**src/rtl/core/clns_pkg.sv**
```systemverilog
// Shared types, codes and constants for the character LCD nibble sequencer.
package clns_pkg;

   localparam int unsigned OPCODE_W    = 3;
   localparam int unsigned VALUE_W     = 8;
   localparam int unsigned ROW_W       = 3;
   localparam int unsigned COLUMN_W    = 5;
   localparam int unsigned NIBBLE_W    = 4;
   localparam int unsigned DURATION_W  = 16;
   localparam int unsigned PULSE_W     = 10;
   localparam int unsigned SETTLE_W    = 12;
   localparam int unsigned CSR_DATA_W  = 12;
   localparam int unsigned CSR_INDEX_W = 1;

   localparam int unsigned QUEUE_DEPTH_DEFAULT = 2;

   localparam logic [PULSE_W-1:0]  PULSE_RESET  = PULSE_W'(50);
   localparam logic [SETTLE_W-1:0] SETTLE_RESET = SETTLE_W'(250);

   localparam logic [DURATION_W-1:0] INIT_LEAD_US  = DURATION_W'(40000);
   localparam logic [DURATION_W-1:0] INIT_TAIL_US  = DURATION_W'(5000);
   localparam logic [DURATION_W-1:0] CLEAR_TAIL_US = DURATION_W'(2000);

   localparam int unsigned INIT_CMD_COUNT = 6;
   localparam int unsigned INIT_IDX_W     = $clog2(INIT_CMD_COUNT);
   localparam logic [INIT_IDX_W-1:0] INIT_IDX_LAST = INIT_IDX_W'(INIT_CMD_COUNT - 1);

   localparam logic [VALUE_W-1:0] CMD_CLEAR      = 8'h01;
   localparam logic [VALUE_W-1:0] CMD_CURSOR_ON  = 8'h0F;
   localparam logic [VALUE_W-1:0] CMD_CURSOR_OFF = 8'h0C;
   localparam logic [VALUE_W-1:0] ADDR_BASE_LOW  = 8'h7F;  // 0x80 - 1
   localparam logic [VALUE_W-1:0] ADDR_BASE_HIGH = 8'h93;  // 0x80 + 20 - 1

   localparam logic EV_STROBE = 1'b0;
   localparam logic EV_WAIT   = 1'b1;
   localparam logic RS_INSTR  = 1'b0;
   localparam logic RS_DATA   = 1'b1;

   localparam logic [CSR_INDEX_W-1:0] CSR_ENABLE_PULSE = 1'b0;
   localparam logic [CSR_INDEX_W-1:0] CSR_SETTLE       = 1'b1;

   typedef enum logic [OPCODE_W-1:0] {
      OP_INIT    = 3'd0,
      OP_COMMAND = 3'd1,
      OP_DATA    = 3'd2,
      OP_CLEAR   = 3'd3,
      OP_SETPOS  = 3'd4,
      OP_CURSOR  = 3'd5
   } opcode_type;

   typedef enum logic [1:0] {
      JOB_BYTE,
      JOB_INIT,
      JOB_CLEAR
   } job_kind_type;

   typedef struct packed {
      job_kind_type        kind;
      logic                rs;
      logic [VALUE_W-1:0]  data;
   } job_type;

   typedef struct packed {
      logic [PULSE_W-1:0]  enable_pulse_us;
      logic [SETTLE_W-1:0] settle_us;
   } cfg_type;

   typedef enum logic [2:0] {
      ST_IDLE,
      ST_LEAD,
      ST_HIGH,
      ST_LOW,
      ST_SETTLE,
      ST_TAIL
   } state_type;

   function automatic logic [VALUE_W-1:0] init_cmd(input logic [INIT_IDX_W-1:0] idx);
      logic [VALUE_W-1:0] cmd;
      case (idx)
         3'd0:    cmd = 8'h03;
         3'd1:    cmd = 8'h02;
         3'd2:    cmd = 8'h28;
         3'd3:    cmd = 8'h0C;
         3'd4:    cmd = 8'h06;
         default: cmd = 8'h01;
      endcase
      return cmd;
   endfunction

endpackage

```
**src/rtl/core/clns_front.sv**
```systemverilog
// Front end: takes requests, decodes them into byte jobs and pushes them to the queue.
module clns_front (
   input  logic                          req_valid,
   output logic                          req_stall,
   input  logic [clns_pkg::OPCODE_W-1:0] req_opcode,
   input  logic [clns_pkg::VALUE_W-1:0]  req_value,
   input  logic [clns_pkg::ROW_W-1:0]    req_row,
   input  logic [clns_pkg::COLUMN_W-1:0] req_column,
   input  logic                          q_full,
   output logic                          q_push,
   output clns_pkg::job_type             q_push_data
);

   logic                         known;
   logic [clns_pkg::VALUE_W-1:0] addr;
   logic [1:0]                   row_sel;

   // row offset is (row-1) or (row-3), times 0x40, modulo 256
   always_comb begin
      if (req_row < clns_pkg::ROW_W'(3)) begin
         row_sel = req_row[1:0] - 2'd1;
         addr    = {row_sel, 6'd0} + {3'd0, req_column} + clns_pkg::ADDR_BASE_LOW;
      end else begin
         row_sel = req_row[1:0] - 2'd3;
         addr    = {row_sel, 6'd0} + {3'd0, req_column} + clns_pkg::ADDR_BASE_HIGH;
      end
   end

   always_comb begin
      known             = 1'b1;
      q_push_data.kind  = clns_pkg::JOB_BYTE;
      q_push_data.rs    = clns_pkg::RS_INSTR;
      q_push_data.data  = req_value;
      unique case (req_opcode)
         clns_pkg::OP_INIT: begin
            q_push_data.kind = clns_pkg::JOB_INIT;
         end
         clns_pkg::OP_COMMAND: begin
         end
         clns_pkg::OP_DATA: begin
            q_push_data.rs = clns_pkg::RS_DATA;
         end
         clns_pkg::OP_CLEAR: begin
            q_push_data.kind = clns_pkg::JOB_CLEAR;
            q_push_data.data = clns_pkg::CMD_CLEAR;
         end
         clns_pkg::OP_SETPOS: begin
            q_push_data.data = addr;
         end
         clns_pkg::OP_CURSOR: begin
            q_push_data.data = req_value[0] ? clns_pkg::CMD_CURSOR_ON
                                            : clns_pkg::CMD_CURSOR_OFF;
         end
         default: begin
            known = 1'b0;  // reserved opcodes are taken and dropped
         end
      endcase
   end

   assign req_stall = q_full;
   assign q_push    = req_valid && !q_full && known;

endmodule

```
**src/rtl/core/clns_queue.sv**
```systemverilog
// Small job queue between the decoder and the event sequencer.
module clns_queue #(
   parameter int unsigned DEPTH = clns_pkg::QUEUE_DEPTH_DEFAULT  // 2 or more
) (
   input  logic              clock,
   input  logic              reset,
   input  logic              push,
   input  clns_pkg::job_type push_data,
   output logic              full,
   input  logic              pop,
   output clns_pkg::job_type pop_data,
   output logic              empty
);

   localparam int unsigned PTR_W   = $clog2(DEPTH);
   localparam int unsigned COUNT_W = $clog2(DEPTH + 1);

   clns_pkg::job_type  entry_ff [DEPTH];
   logic [PTR_W-1:0]   wr_ptr_ff, wr_ptr_in;
   logic [PTR_W-1:0]   rd_ptr_ff, rd_ptr_in;
   logic [COUNT_W-1:0] count_ff,  count_in;
   logic               do_push, do_pop;

   assign full     = count_ff == COUNT_W'(DEPTH);
   assign empty    = count_ff == '0;
   assign do_push  = push && !full;
   assign do_pop   = pop && !empty;
   assign pop_data = entry_ff[rd_ptr_ff];

   always_comb begin
      wr_ptr_in = wr_ptr_ff;
      rd_ptr_in = rd_ptr_ff;
      count_in  = count_ff;
      if (do_push) begin
         wr_ptr_in = (wr_ptr_ff == PTR_W'(DEPTH - 1)) ? '0 : wr_ptr_ff + PTR_W'(1);
      end
      if (do_pop) begin
         rd_ptr_in = (rd_ptr_ff == PTR_W'(DEPTH - 1)) ? '0 : rd_ptr_ff + PTR_W'(1);
      end
      if (do_push && !do_pop) begin
         count_in = count_ff + COUNT_W'(1);
      end else if (do_pop && !do_push) begin
         count_in = count_ff - COUNT_W'(1);
      end
   end

   always_ff @(posedge clock) begin
      if (reset) begin
         wr_ptr_ff <= '0;
         rd_ptr_ff <= '0;
         count_ff  <= '0;
      end else begin
         wr_ptr_ff <= wr_ptr_in;
         rd_ptr_ff <= rd_ptr_in;
         count_ff  <= count_in;
      end
   end

   always_ff @(posedge clock) begin
      if (do_push) begin
         entry_ff[wr_ptr_ff] <= push_data;
      end
   end

endmodule

```
**src/rtl/core/clns_back.sv**
```systemverilog
// Back end: walks one job through its strobe and wait events into the result register.
module clns_back (
   input  logic                            clock,
   input  logic                            reset,
   input  clns_pkg::cfg_type               cfg,
   input  logic                            q_empty,
   input  clns_pkg::job_type               q_pop_data,
   output logic                            q_pop,
   output logic                            rsp_valid,
   input  logic                            rsp_stall,
   output logic                            rsp_event_kind,
   output logic                            rsp_reg_select,
   output logic [clns_pkg::NIBBLE_W-1:0]   rsp_nibble,
   output logic [clns_pkg::DURATION_W-1:0] rsp_duration_us,
   output logic                            rsp_last
);

   clns_pkg::state_type             state_ff, state_in;
   clns_pkg::job_type               job_ff;
   logic [clns_pkg::INIT_IDX_W-1:0] idx_ff, idx_in;

   logic                            rsp_valid_ff, rsp_valid_in;
   logic                            kind_ff, kind_in;
   logic                            rs_ff, rs_in;
   logic [clns_pkg::NIBBLE_W-1:0]   nibble_ff, nibble_in;
   logic [clns_pkg::DURATION_W-1:0] dur_ff, dur_in;
   logic                            last_ff, last_in;

   logic                            load, emit;
   logic                            is_init;
   logic [clns_pkg::VALUE_W-1:0]    cur_byte;
   logic [clns_pkg::DURATION_W-1:0] pulse_dur, settle_dur;

   assign load       = !rsp_valid_ff || !rsp_stall;
   assign is_init    = job_ff.kind == clns_pkg::JOB_INIT;
   assign cur_byte   = is_init ? clns_pkg::init_cmd(idx_ff) : job_ff.data;
   assign pulse_dur  = clns_pkg::DURATION_W'(cfg.enable_pulse_us);
   assign settle_dur = clns_pkg::DURATION_W'(cfg.settle_us);

   // next state
   always_comb begin
      state_in = state_ff;
      unique case (state_ff)
         clns_pkg::ST_IDLE: begin
            if (!q_empty) begin
               state_in = (q_pop_data.kind == clns_pkg::JOB_INIT) ? clns_pkg::ST_LEAD
                                                                  : clns_pkg::ST_HIGH;
            end
         end
         clns_pkg::ST_LEAD: begin
            if (load) state_in = clns_pkg::ST_HIGH;
         end
         clns_pkg::ST_HIGH: begin
            if (load) state_in = clns_pkg::ST_LOW;
         end
         clns_pkg::ST_LOW: begin
            if (load) state_in = clns_pkg::ST_SETTLE;
         end
         clns_pkg::ST_SETTLE: begin
            if (load) begin
               if (is_init && idx_ff != clns_pkg::INIT_IDX_LAST) begin
                  state_in = clns_pkg::ST_HIGH;
               end else if (job_ff.kind == clns_pkg::JOB_BYTE) begin
                  state_in = clns_pkg::ST_IDLE;
               end else begin
                  state_in = clns_pkg::ST_TAIL;
               end
            end
         end
         clns_pkg::ST_TAIL: begin
            if (load) state_in = clns_pkg::ST_IDLE;
         end
         default: state_in = clns_pkg::ST_IDLE;
      endcase
   end

   // outputs
   always_comb begin
      q_pop     = 1'b0;
      emit      = 1'b0;
      idx_in    = idx_ff;
      kind_in   = clns_pkg::EV_WAIT;
      rs_in     = job_ff.rs;
      nibble_in = '0;
      dur_in    = settle_dur;
      last_in   = 1'b0;
      unique case (state_ff)
         clns_pkg::ST_IDLE: begin
            q_pop  = !q_empty;
            idx_in = '0;
         end
         clns_pkg::ST_LEAD: begin
            emit   = load;
            rs_in  = clns_pkg::RS_INSTR;
            dur_in = clns_pkg::INIT_LEAD_US;
         end
         clns_pkg::ST_HIGH: begin
            emit      = load;
            kind_in   = clns_pkg::EV_STROBE;
            nibble_in = cur_byte[7:4];
            dur_in    = pulse_dur;
         end
         clns_pkg::ST_LOW: begin
            emit      = load;
            kind_in   = clns_pkg::EV_STROBE;
            nibble_in = cur_byte[3:0];
            dur_in    = pulse_dur;
         end
         clns_pkg::ST_SETTLE: begin
            emit    = load;
            last_in = job_ff.kind == clns_pkg::JOB_BYTE;
            if (load && is_init && idx_ff != clns_pkg::INIT_IDX_LAST) begin
               idx_in = idx_ff + clns_pkg::INIT_IDX_W'(1);
            end
         end
         clns_pkg::ST_TAIL: begin
            emit    = load;
            rs_in   = clns_pkg::RS_DATA;
            dur_in  = is_init ? clns_pkg::INIT_TAIL_US : clns_pkg::CLEAR_TAIL_US;
            last_in = 1'b1;
         end
         default: begin
         end
      endcase
   end

   assign rsp_valid_in = load ? emit : rsp_valid_ff;

   always_ff @(posedge clock) begin
      if (reset) begin
         state_ff     <= clns_pkg::ST_IDLE;
         idx_ff       <= '0;
         rsp_valid_ff <= 1'b0;
      end else begin
         state_ff     <= state_in;
         idx_ff       <= idx_in;
         rsp_valid_ff <= rsp_valid_in;
      end
   end

   always_ff @(posedge clock) begin
      if (q_pop) begin
         job_ff <= q_pop_data;
      end
      if (emit) begin
         kind_ff   <= kind_in;
         rs_ff     <= rs_in;
         nibble_ff <= nibble_in;
         dur_ff    <= dur_in;
         last_ff   <= last_in;
      end
   end

   assign rsp_valid       = rsp_valid_ff;
   assign rsp_event_kind  = kind_ff;
   assign rsp_reg_select  = rs_ff;
   assign rsp_nibble      = nibble_ff;
   assign rsp_duration_us = dur_ff;
   assign rsp_last        = last_ff;

endmodule

```
**src/rtl/core/char_lcd_nibble_sequencer_top.sv**
```systemverilog
// Top level of the character LCD nibble sequencer: registers, decoder, queue, sequencer.
//
//   port group | direction | handshake        | carries
//   req_*      | in        | valid / stall    | opcode, value, row, column
//   rsp_*      | out       | valid / stall    | event_kind, reg_select, nibble, duration_us, last
//   csr_*      | in        | write enable     | index 0 enable pulse, 1 settle
//
// One event per cycle while the result side takes them; each job first leaves the queue
// in the idle state, which makes no event.
// Requests are taken while the queue has room, so decoding overlaps the running job.
// Synchronous reset empties the queue and result register and restores 50 us / 250 us.
// A stall on rsp holds the sequencer; reserved opcodes are taken and make no events.
module char_lcd_nibble_sequencer_top #(
   parameter int unsigned QUEUE_DEPTH = clns_pkg::QUEUE_DEPTH_DEFAULT
) (
   input  logic                              clock,
   input  logic                              reset,
   input  logic                              req_valid,
   output logic                              req_stall,
   input  logic [clns_pkg::OPCODE_W-1:0]     req_opcode,
   input  logic [clns_pkg::VALUE_W-1:0]      req_value,
   input  logic [clns_pkg::ROW_W-1:0]        req_row,
   input  logic [clns_pkg::COLUMN_W-1:0]     req_column,
   output logic                              rsp_valid,
   input  logic                              rsp_stall,
   output logic                              rsp_event_kind,
   output logic                              rsp_reg_select,
   output logic [clns_pkg::NIBBLE_W-1:0]     rsp_nibble,
   output logic [clns_pkg::DURATION_W-1:0]   rsp_duration_us,
   output logic                              rsp_last,
   input  logic                              csr_we,
   input  logic [clns_pkg::CSR_INDEX_W-1:0]  csr_index,
   input  logic [clns_pkg::CSR_DATA_W-1:0]   csr_wdata
);

   clns_pkg::cfg_type cfg_ff, cfg_in;
   clns_pkg::job_type push_data, pop_data;
   logic              q_full, q_empty, q_push, q_pop;

   always_comb begin
      cfg_in = cfg_ff;
      if (csr_we) begin
         unique case (csr_index)
            clns_pkg::CSR_ENABLE_PULSE:
               cfg_in.enable_pulse_us = csr_wdata[clns_pkg::PULSE_W-1:0];
            clns_pkg::CSR_SETTLE:
               cfg_in.settle_us = csr_wdata[clns_pkg::SETTLE_W-1:0];
            default: begin
            end
         endcase
      end
   end

   always_ff @(posedge clock) begin
      if (reset) begin
         cfg_ff.enable_pulse_us <= clns_pkg::PULSE_RESET;
         cfg_ff.settle_us       <= clns_pkg::SETTLE_RESET;
      end else begin
         cfg_ff <= cfg_in;
      end
   end

   clns_front u_front (
      .req_valid   (req_valid),
      .req_stall   (req_stall),
      .req_opcode  (req_opcode),
      .req_value   (req_value),
      .req_row     (req_row),
      .req_column  (req_column),
      .q_full      (q_full),
      .q_push      (q_push),
      .q_push_data (push_data)
   );

   clns_queue #(
      .DEPTH (QUEUE_DEPTH)
   ) u_queue (
      .clock     (clock),
      .reset     (reset),
      .push      (q_push),
      .push_data (push_data),
      .full      (q_full),
      .pop       (q_pop),
      .pop_data  (pop_data),
      .empty     (q_empty)
   );

   clns_back u_back (
      .clock           (clock),
      .reset           (reset),
      .cfg             (cfg_ff),
      .q_empty         (q_empty),
      .q_pop_data      (pop_data),
      .q_pop           (q_pop),
      .rsp_valid       (rsp_valid),
      .rsp_stall       (rsp_stall),
      .rsp_event_kind  (rsp_event_kind),
      .rsp_reg_select  (rsp_reg_select),
      .rsp_nibble      (rsp_nibble),
      .rsp_duration_us (rsp_duration_us),
      .rsp_last        (rsp_last)
   );

endmodule

```
**config.mk**
```make
export PLATFORM = sky130hd
export DESIGN_NAME = char_lcd_nibble_sequencer_top
export DESIGN_NICKNAME = d
export VERILOG_FILES = /design/src/rtl/core/clns_pkg.sv /design/src/rtl/core/clns_front.sv /design/src/rtl/core/clns_queue.sv /design/src/rtl/core/clns_back.sv /design/src/rtl/core/char_lcd_nibble_sequencer_top.sv
export SDC_FILE = /design/constraint.sdc
export NUM_CORES = 1
export LEC_CHECK = 0
export ABC_AREA = 1
export ABC_CLOCK_PERIOD_IN_PS = 2800
export BUFFER_PORTS_ARGS = -buffer_cell sky130_fd_sc_hd__buf_4
export CORE_MARGIN = 1
export CORE_UTILIZATION = 40
export CTS_CLUSTER_DIAMETER = 200
export DETAILED_ROUTE_END_ITERATION = 16
export GPL_ROUTABILITY_DRIVEN = 1
export HOLD_SLACK_MARGIN = 0.05
export SKIP_CTS_REPAIR_TIMING = 1
export SYNTH_ARGS = -nofsm -noshare
export SYNTH_HDL_FRONTEND = slang
export SYNTH_SLANG_ARGS = --single-unit
```
**constraint.sdc**
```tcl
create_clock -name clock -period 2.8 [get_ports clock]
set_input_delay 0.7 -clock clock [delete_from_list [all_inputs] [get_ports clock]]
set_output_delay 0.7 -clock clock [all_outputs]
set_load 0.02 [all_outputs]
```
# Yosys cells after proc, flatten, opt, wreduce, memory -nomap -nowiden
# Memory sizes are Yosys's and may differ from the RTL's. A register that Yosys moved wholly into a read port is not among the register bits.
# Index checks and enable logic that the tools add are counted.
# totals
reg_bits	67
mem_bits_rw	22
input_bits	37
out_inout_bits	25
elab_cells	121
memories	1
# mem_list
memory	words	word_bits	read_ports	rd_clocked_by_memory_dff	wr	line	text
u_queue.entry_ff	2	11	1	1	1	clns_queue.sv:18	clns_pkg::job_type entry_ff [DEPTH];
# op_classes
addsub	11
order_cmp	1
eq_ne	25
muxes	36
bitwise_logic	1
n_reduce_logical	30
# op_table
op	count
case mux 16 bit (3 select lines)	1
case mux 6 bit (5 select lines)	1
two-way mux 3 bit	9
case mux 8 bit (3 select lines)	1
equality test 3 x 2 -> 1 bit (second input constant)	6
case mux 3 bit (6 select lines)	1
adder 8 x 5 -> 8 bit	2
two-way mux 8 bit	2
equality test 3 bit (second input constant)	5
two-way mux 13 bit	1
inequality test 2 x 1 -> 1 bit (second input constant)	6
two-way mux 1 bit	11
equality test 3 x 1 -> 1 bit (second input constant)	3
logical AND 1 bit	9
zero test 3 bit	3
adder 8 x 7 -> 8 bit (second input constant)	1
adder 8 bit (second input constant)	1
two-way mux 2 bit	4
case mux 4 bit (2 select lines)	1
zero test 1 bit	6
case mux 3 bit (2 select lines)	1
AND reduction 2 bit	3
AND reduction 6 bit	1
OR reduction 6 bit	1
other kinds (18)	24

# Logic depth before layout (Yosys ltp)
# Gate-level depths: netlist of the first run.
# depth
ltp_word	9
mapped_depth	9
depth_no_buf	9

# By module
# Synthesis of the first run repeated with hierarchy kept, for this count alone.
# hier_totals
cells_unflattened	457
area_unflattened_um2	4100.2
# modules_own_cells
module	n_inst	cells_each	area_per_inst_um2	seq_area_each_um2
clns_back	1	182	1808.0	1101.1
clns_queue	1	71	1044.8	760.7
char_lcd_nibble_sequencer_top	1	115	832.0	440.4
clns_front	1	89	415.4	0.0

# Worst setup path before layout of the first run
# No wires, ideal clock.
# synth_path
kind	input port to flip-flop
from	input req_opcode[1] (netlist name)
to	memory u_queue.entry_ff[1][0] (netlist name) (enable)
setup_time_ns	0.380
t_arrival_ns	1.510
required_ns	2.420
setup_slack_ns	0.911
stages	5
path_buffers	0
path_cell_list	nand2_1 > nand2_1 > nor2_1 > inv_1 > nor2_1
# synth_between
elab_chain_len	7
elab_cells_between_ends	12
classes_between	eq/ne: 5; mux: 3; reduce/logical: 4
# synth_rtl
element	line	text
from (decl)	char_lcd_nibble_sequencer_top.sv:20	input logic [clns_pkg::OPCODE_W-1:0] req_opcode,
equality test 3 x 1 -> 1 bit (tied with other cells)	clns_front.sv:34	unique case (req_opcode)
OR reduction 6 bit (no line) *	--	
two-way mux 1 bit *	clns_front.sv:34	
logical AND 1 bit *	clns_front.sv:61	assign q_push = req_valid && !q_full && known;
logical AND 1 bit *	clns_queue.sv:26	assign do_push = push && !full;
two-way mux 1 bit *	clns_queue.sv:60	if (do_push) begin
two-way mux 1 bit (implied by the code) *	clns_queue.sv:61	entry_ff[wr_ptr_ff] <= push_data;
to (decl)	clns_queue.sv:18	
# Mark *: on every way between the ends. The rest lies on a longest branch, timed or not.

# Worst setup path after layout of the first run
# layout_path
from	register u_queue.count_ff[1]
to	output req_stall
# layout_between
elab_chain_len	1
# layout_rtl
element	line	text
from (decl)	clns_queue.sv:21	logic [COUNT_W-1:0] count_ff, count_in;
from (signal assigned)	clns_queue.sv:55	count_ff <= count_in;
equality test 2 bit	clns_queue.sv:24	assign full = count_ff == COUNT_W'(DEPTH);
to (decl)	char_lcd_nibble_sequencer_top.sv:19	output logic req_stall,
# Every way passes these cells.

==> results of run 1 <==
-- cells by family (layout without fill, tap and decap cells) --
logic type | count (synthesis) | count (layout) | share of synthesized area [%]
buffers and inverters | 63 | 132 | 6.50
and+or+nand+nor | 214 | 214 | 22.5
adders and majority gates | 7 | 7 | 2.23
AOI/OAI and AO/OA | 67 | 67 | 10.1
DFF | 88 | 88 | 58.6
other | 1 | 2 | 0.0954
-- per-stage QoR --
step / setup slack [ns] / power (mW) / instances
floorplan: 0.911 / 3.05 / 441
global placement: 0.907 / 3.58 / 623
detailed placement: 0.825 / 3.62 / 623
CTS: 0.932 / 4.46 / 639
global route: 0.846 / 4.71 / 639
finish: 0.947 / 4.42 / 639
-- power breakdown --
part / total, mW / internal [mW] / switching [mW]
Clock: 0.853 / 0.412 / 0.441
Sequential: 2.01 / 1.85 / 0.157
Combinational: 1.56 / 0.555 / 1.00
-- routing by layer --
metal  wire, um  global-route usage (%)  up-vias
li1           -                       -     1580
met4        104                    7.47        0
met2       3580                    27.2       68
met3        298                    3.12        8
met5          0                       0        -
met1       3700                    21.3     1362
-- flip-flops by register name, indices dropped and copies added, names as in the netlist, named ones only --
name                    count
u_back.idx_ff               3
u_back.rsp_last             1
cfg_ff                     22
u_queue.wr_ptr_ff           1
u_back.rsp_valid            1
u_back.rsp_nibble           4
u_back.rsp_event_kind       1
u_back.rsp_duration_us     14
u_queue.entry_ff           22
u_queue.count_ff            2
u_back.rsp_reg_select       1
u_back.state_ff             3
u_queue.rd_ptr_ff           1
u_back.job_ff              11
-- synthesized netlist by cell type --
library cell / instances / share of area (%)
o21ai_4: 1 / 0.41
dfxtp_1: 34 / 17
buf_4: 2 / 0.38
buf_6: 1 / 0.29
or2_2: 1 / 0.16
a21oi_2: 1 / 0.22
nand2_2: 6 / 0.96
buf_2: 3 / 0.38
a21oi_1: 16 / 2.0
o221ai_1: 1 / 0.22
nor2_4: 2 / 0.57
nand3_1: 34 / 4.3
o21ai_1: 4 / 0.51
nor2_1: 46 / 4.4
o211ai_1: 5 / 0.96
a22oi_1: 2 / 0.38
o21bai_1: 1 / 0.19
inv_2: 11 / 1.1
a22o_1: 5 / 1.1
edfxtp_1: 54 / 41
inv_1: 40 / 3.8
nand2_1: 122 / 12
o21ai_0: 30 / 3.8
ha_1: 7 / 2.2
clkinv_1: 1 / 0.095
o31ai_1: 1 / 0.19
conb_1: 1 / 0.095
nor3_1: 1 / 0.13
nor2_2: 2 / 0.32
clkbuf_1: 5 / 0.48
-- final cells by class --
| type | count | area (um2) | area share, % |
|---|---|---|---|
| sequential | 88 | 2300 | 48.8 |
| multi-input combinational | 290 | 1380 | 29.2 |
| timing repair buffer | 64 | 493 | 10.5 |
| inverter | 52 | 195 | 4.14 |
| tap | 129 | 161 | 3.42 |
| clock buffer | 11 | 131 | 2.79 |
| clock inverter | 5 | 57.6 | 1.22 |
-- critical path: stages, from the launching register on --
cell	delay [ns]
dfxtp_1	0.39
inv_1	0.08
nor2_1	0.16
buf_4	0.17
-- worst max-delay path by stage --
stage	startpoint	endpoint	slack, ns	cells past startpoint
finish	u_queue.count_ff[1]	req_stall	0.95	3
global route	u_back.state_ff[0]	u_back.rsp_nibble[2]	0.85	7
CTS	u_queue.count_ff[1]	req_stall	0.93	3
detailed placement	req_opcode[1]	u_queue.count_ff[1]	0.82	9
global placement	rsp_stall	u_back.rsp_nibble[0]	0.91	5
floorplan	req_opcode[1]	u_queue.entry_ff[1][0]	0.91	5
==> reports/qor.yml, run 1 <==
outcome:
  status: "finished clean"
detailed_routing:
  route.vias.total: 3018
  detail_route.wl_per_cell_um: 12.0
  routed_via_density: 4.72
  drc: 0
  firstDrtPassIters: 4
  drt-initial-drc-count: 94
  totalWireLength_um: 7680
  ant_nets: 0
finish:
  nNetsFinal: 549
  final_cell_mix: "nand2_1, buf_4, edfxtp_1"
  num_antenna_cells: 0
  fill_cells: 906
  utilization_pct: 50.3
  mostFrequentLayoutCell: "nand2_1"
  stdcell_area_um2: 4720
  drive_gt1_share_pct: 19.8
  syn2layout_area_growth_pct: 20.0
clock_network:
  clk_pin_slew_worst_paths_ns: 0.08
  root_buffer: "clkbuf_8"
  clkSinkCount: 88
  htree_levels: 3
  clock_tree.buffer_depth: 2
  cts_tree: "done"
  cts_buffers: 9
  clock_latency_ns: 0.35
worst_hold_path:
  min_from: "u_queue.rd_ptr_ff"
  hp-class: "flop to flop"
  holdPathStages: 1
floorplan:
  core-area_um2: 9370
  start_util_pct: 41.9
  io_pins: 62
  die-width_um: 101
  die-area_um2: 10200
  rows: 35
  die_y_um: 101
job:
  max_cap_violations: 0
synth:
  ys_ff_latch: 88
  synth-seq-area-share_pct: 58.6
  syn_inst: 440
  avgSynthCellArea_um2: 8.93
  yosys_warnings: 0
  yosysUniqueCellTypes: 30
  netlist_area_um2: 3930
timing:
  tns_ns: 0
  fin_crit_ns: 1.85
  worst_pin_slew_ns: 0.795
  finalClockSkew_ns: 0.0111
  max_freq_mhz: 540
  finalHoldViolations: 0
  grt_setup_unrepaired: "no"
  slew_viol_final: 0
  setup_viol: 0
  fin_crit_sh_pct: 66.2
  relSlewSlack_pct: 47.0
  hold_ws_ns: 0.475
grt:
  grt_pass1_wl_um: 12900
  globalRouteOverflowTotal: 0
  grtUsageTotal_pct: 16.6
  first_global_vias: 2781
  grt_max_degree: 30
  antenna_found_initial: 0
worst_setup_path:
  rr_worst_depth: 7
  cp.required_ns: 2.10
  crit_fanout: 3
  timing.rr.end: "u_back.rsp_last"
  start_kind: "flop"
  arrival_ns: 1.15
  end_kind: "primary output"
  reg2reg_slack_ns: 1.00
  setup.worst_path.class: "flop to primary output"
  r2r-start: "u_back.state_ff[0]"
place:
  dp_hpwl_um: 5640
  placed_area_um2: 4530
  portBuffers: 59
  gp_congestion: 0.838
pwr:
  ir_worst_vdd_mv: 0.367
  p_leak_nw: 2.13
  power_density_nw_per_um2: 938
(Power assumes the default switching activity.)
==> inputs of run 2 (changes only) <==
--- a/config.mk
+++ b/config.mk
@@ -6,7 +6,7 @@
 export NUM_CORES = 1
 export LEC_CHECK = 0
 export ABC_AREA = 1
-export ABC_CLOCK_PERIOD_IN_PS = 2800
+export ABC_CLOCK_PERIOD_IN_PS = 1600
 export BUFFER_PORTS_ARGS = -buffer_cell sky130_fd_sc_hd__buf_4
 export CORE_MARGIN = 1
 export CORE_UTILIZATION = 40
==> constraint.sdc (replaced) <==
create_clock -name clock -period 1.6 [get_ports clock]
set_input_delay 0.4 -clock clock [delete_from_list [all_inputs] [get_ports clock]]
set_output_delay 0.4 -clock clock [all_outputs]
set_load 0.02 [all_outputs]
==> reports/qor.yml, run 2 (synthesis gave the netlist of run 1 again) <==
detailed_routing:
  firstDrtPassIters: 6
  drc: 0
  drt-initial-drc-count: 97
  route.vias.total: 3079
  detail_route.wl_per_cell_um: 12.0
  totalWireLength_um: 7790
  ant_nets: 0
  routed_via_density: 4.73
clock_network:
  clock_tree.buffer_depth: 2
  root_buffer: "clkbuf_8"
  clock_latency_ns: 0.35
  clkSinkCount: 88
  clk_pin_slew_worst_paths_ns: 0.08
  cts_buffers: 9
  cts_tree: "done"
  htree_levels: 3
pwr:
  power.share.clock_pct: 17.7
  power_density_nw_per_um2: 1640
  combPwrFrac_pct: 38.5
  p_leak_nw: 2.20
  p_sw_mw: 2.86
  ir_worst_vdd_mv: 0.655
  pwr-share-seq_pct: 43.7
  p_sw_share_pct: 35.9
  p_int_mw: 5.10
place:
  portBuffers: 59
  placed_area_um2: 4650
  gp_congestion: 0.849
  dp_cells: 636
  dp_hpwl_um: 5780
grt:
  first_global_vias: 2964
  grt_max_degree: 30
  antenna_found_initial: 0
  globalRouteOverflowTotal: 0
  grtUsageTotal_pct: 16.6
  grt_pass1_wl_um: 13100
finish:
  regArea_um2: 2300
  nNetsFinal: 562
  num_antenna_cells: 0
  instances_no_fill: 651
  mostFrequentLayoutCell: "nand2_1"
  fill_cells: 921
  syn2layout_area_growth_pct: 23.4
  final_cell_mix: "nand2_1, buf_4, edfxtp_1"
  drive_gt1_share_pct: 23.0
  stdcell_area_um2: 4850
  multi_input_area_um2: 1400
job:
  max_cap_violations: 0
worst_setup_path:
  crit_chain: "inv_2 -> nand2_2 -> nor2_4 -> o21ai_4 -> ha_4 -> a21oi_1 -> o21ai_1 -> o21ai_1 -> a21oi_1"
  end_kind: "flop"
  r2r-start: "u_back.state_ff[0]"
  start_kind: "flop"
  setup.worst_path.class: "flop to flop"
  startpoint: "u_back.state_ff[0]"
  worst_path_max_delay_cell: "dfxtp_2"
  critPathBufInv: 1
  crit_fanout: 4
  cpPeakStageDelay_ns: 0.35
  path_delay_family: "compound AO/OA/AOI/OAI gates"
  cp.required_ns: 1.83
  arrival_ns: 1.74
floorplan:
  die_y_um: 101
  start_util_pct: 41.9
  io_pins: 62
  die-width_um: 101
  rows: 35
  core-area_um2: 9370
  die-area_um2: 10200
timing:
  fin_crit_sh_pct: 94.1
  fin_crit_ns: 1.50
  slew_viol_final: 0
  finalClockSkew_ns: 0.0121
  finalHoldViolations: 0
  grt_setup_unrepaired: "no"
  max_freq_mhz: 664
  setup_viol: 0
worst_hold_path:
  min_from: "reset"
  hp-class: "primary input to flop"
outcome:
  status: "finished clean"
[run 2: final cells by class]
type                    count  share of cell area, %
inverters                  52                   4.03
well taps                 129                   3.33
flip-flops and latches     88                   47.5
clock buffers              11                   3.15
repair buffers             77                   12.4
clock inverters             4                  0.619
multi-input cells         290                   28.9
[run 2: path summary, 6_finish.rpt]
| check | cells past startpoint | to | slack, ns |
|---|---|---|---|
| setup / recovery | 9 | u_queue.count_ff[1] | 0.1 |
| hold / removal | 2 | u_back.state_ff[0] | 0.24 |
| setup reg to reg | 9 | u_queue.count_ff[1] | 0.1 |
| hold reg to reg | 2 | cfg_ff[13] | 0.47 |
[run 2: per-stage QoR]
step	hold WS [ns]	setup TNS (ns)	utilization (%)	setup slack [ns]	total power [mW]
CTS	0.235	-0.0252	51.6	-0.0252	7.96
floorplan	0.429	0	-	0.000148	5.36
global route	0.233	0	51.7	0.00226	8.48
detailed placement	0.444	-0.0623	49.6	-0.0623	6.56
finish	0.241	0	51.7	0.0950	7.96
global placement	0.439	0	49.6	0.0392	6.49
[run 2: layer usage]
layer  vias to the layer above  part of all wire, %  GRT usage, %  wire, um
met3                        12                  2.7          2.77       211
met5                         -                    0             0         0
li1                       1596                    -             -         -
met1                      1406                   48          21.4      3730
met4                         0                  2.0          8.47       159
met2                        65                   47          27.0      3690
[run 2: power groups by stage]
stage	combinational (mW)	sequential [mW]	clock [mW]
after floorplan	1.49	3.87	0
after global placement	2.97	3.52	0
after detailed placement	3.02	3.54	0
after CTS	3.03	3.48	1.45
after global routing	3.38	3.55	1.56
final	3.07	3.48	1.41
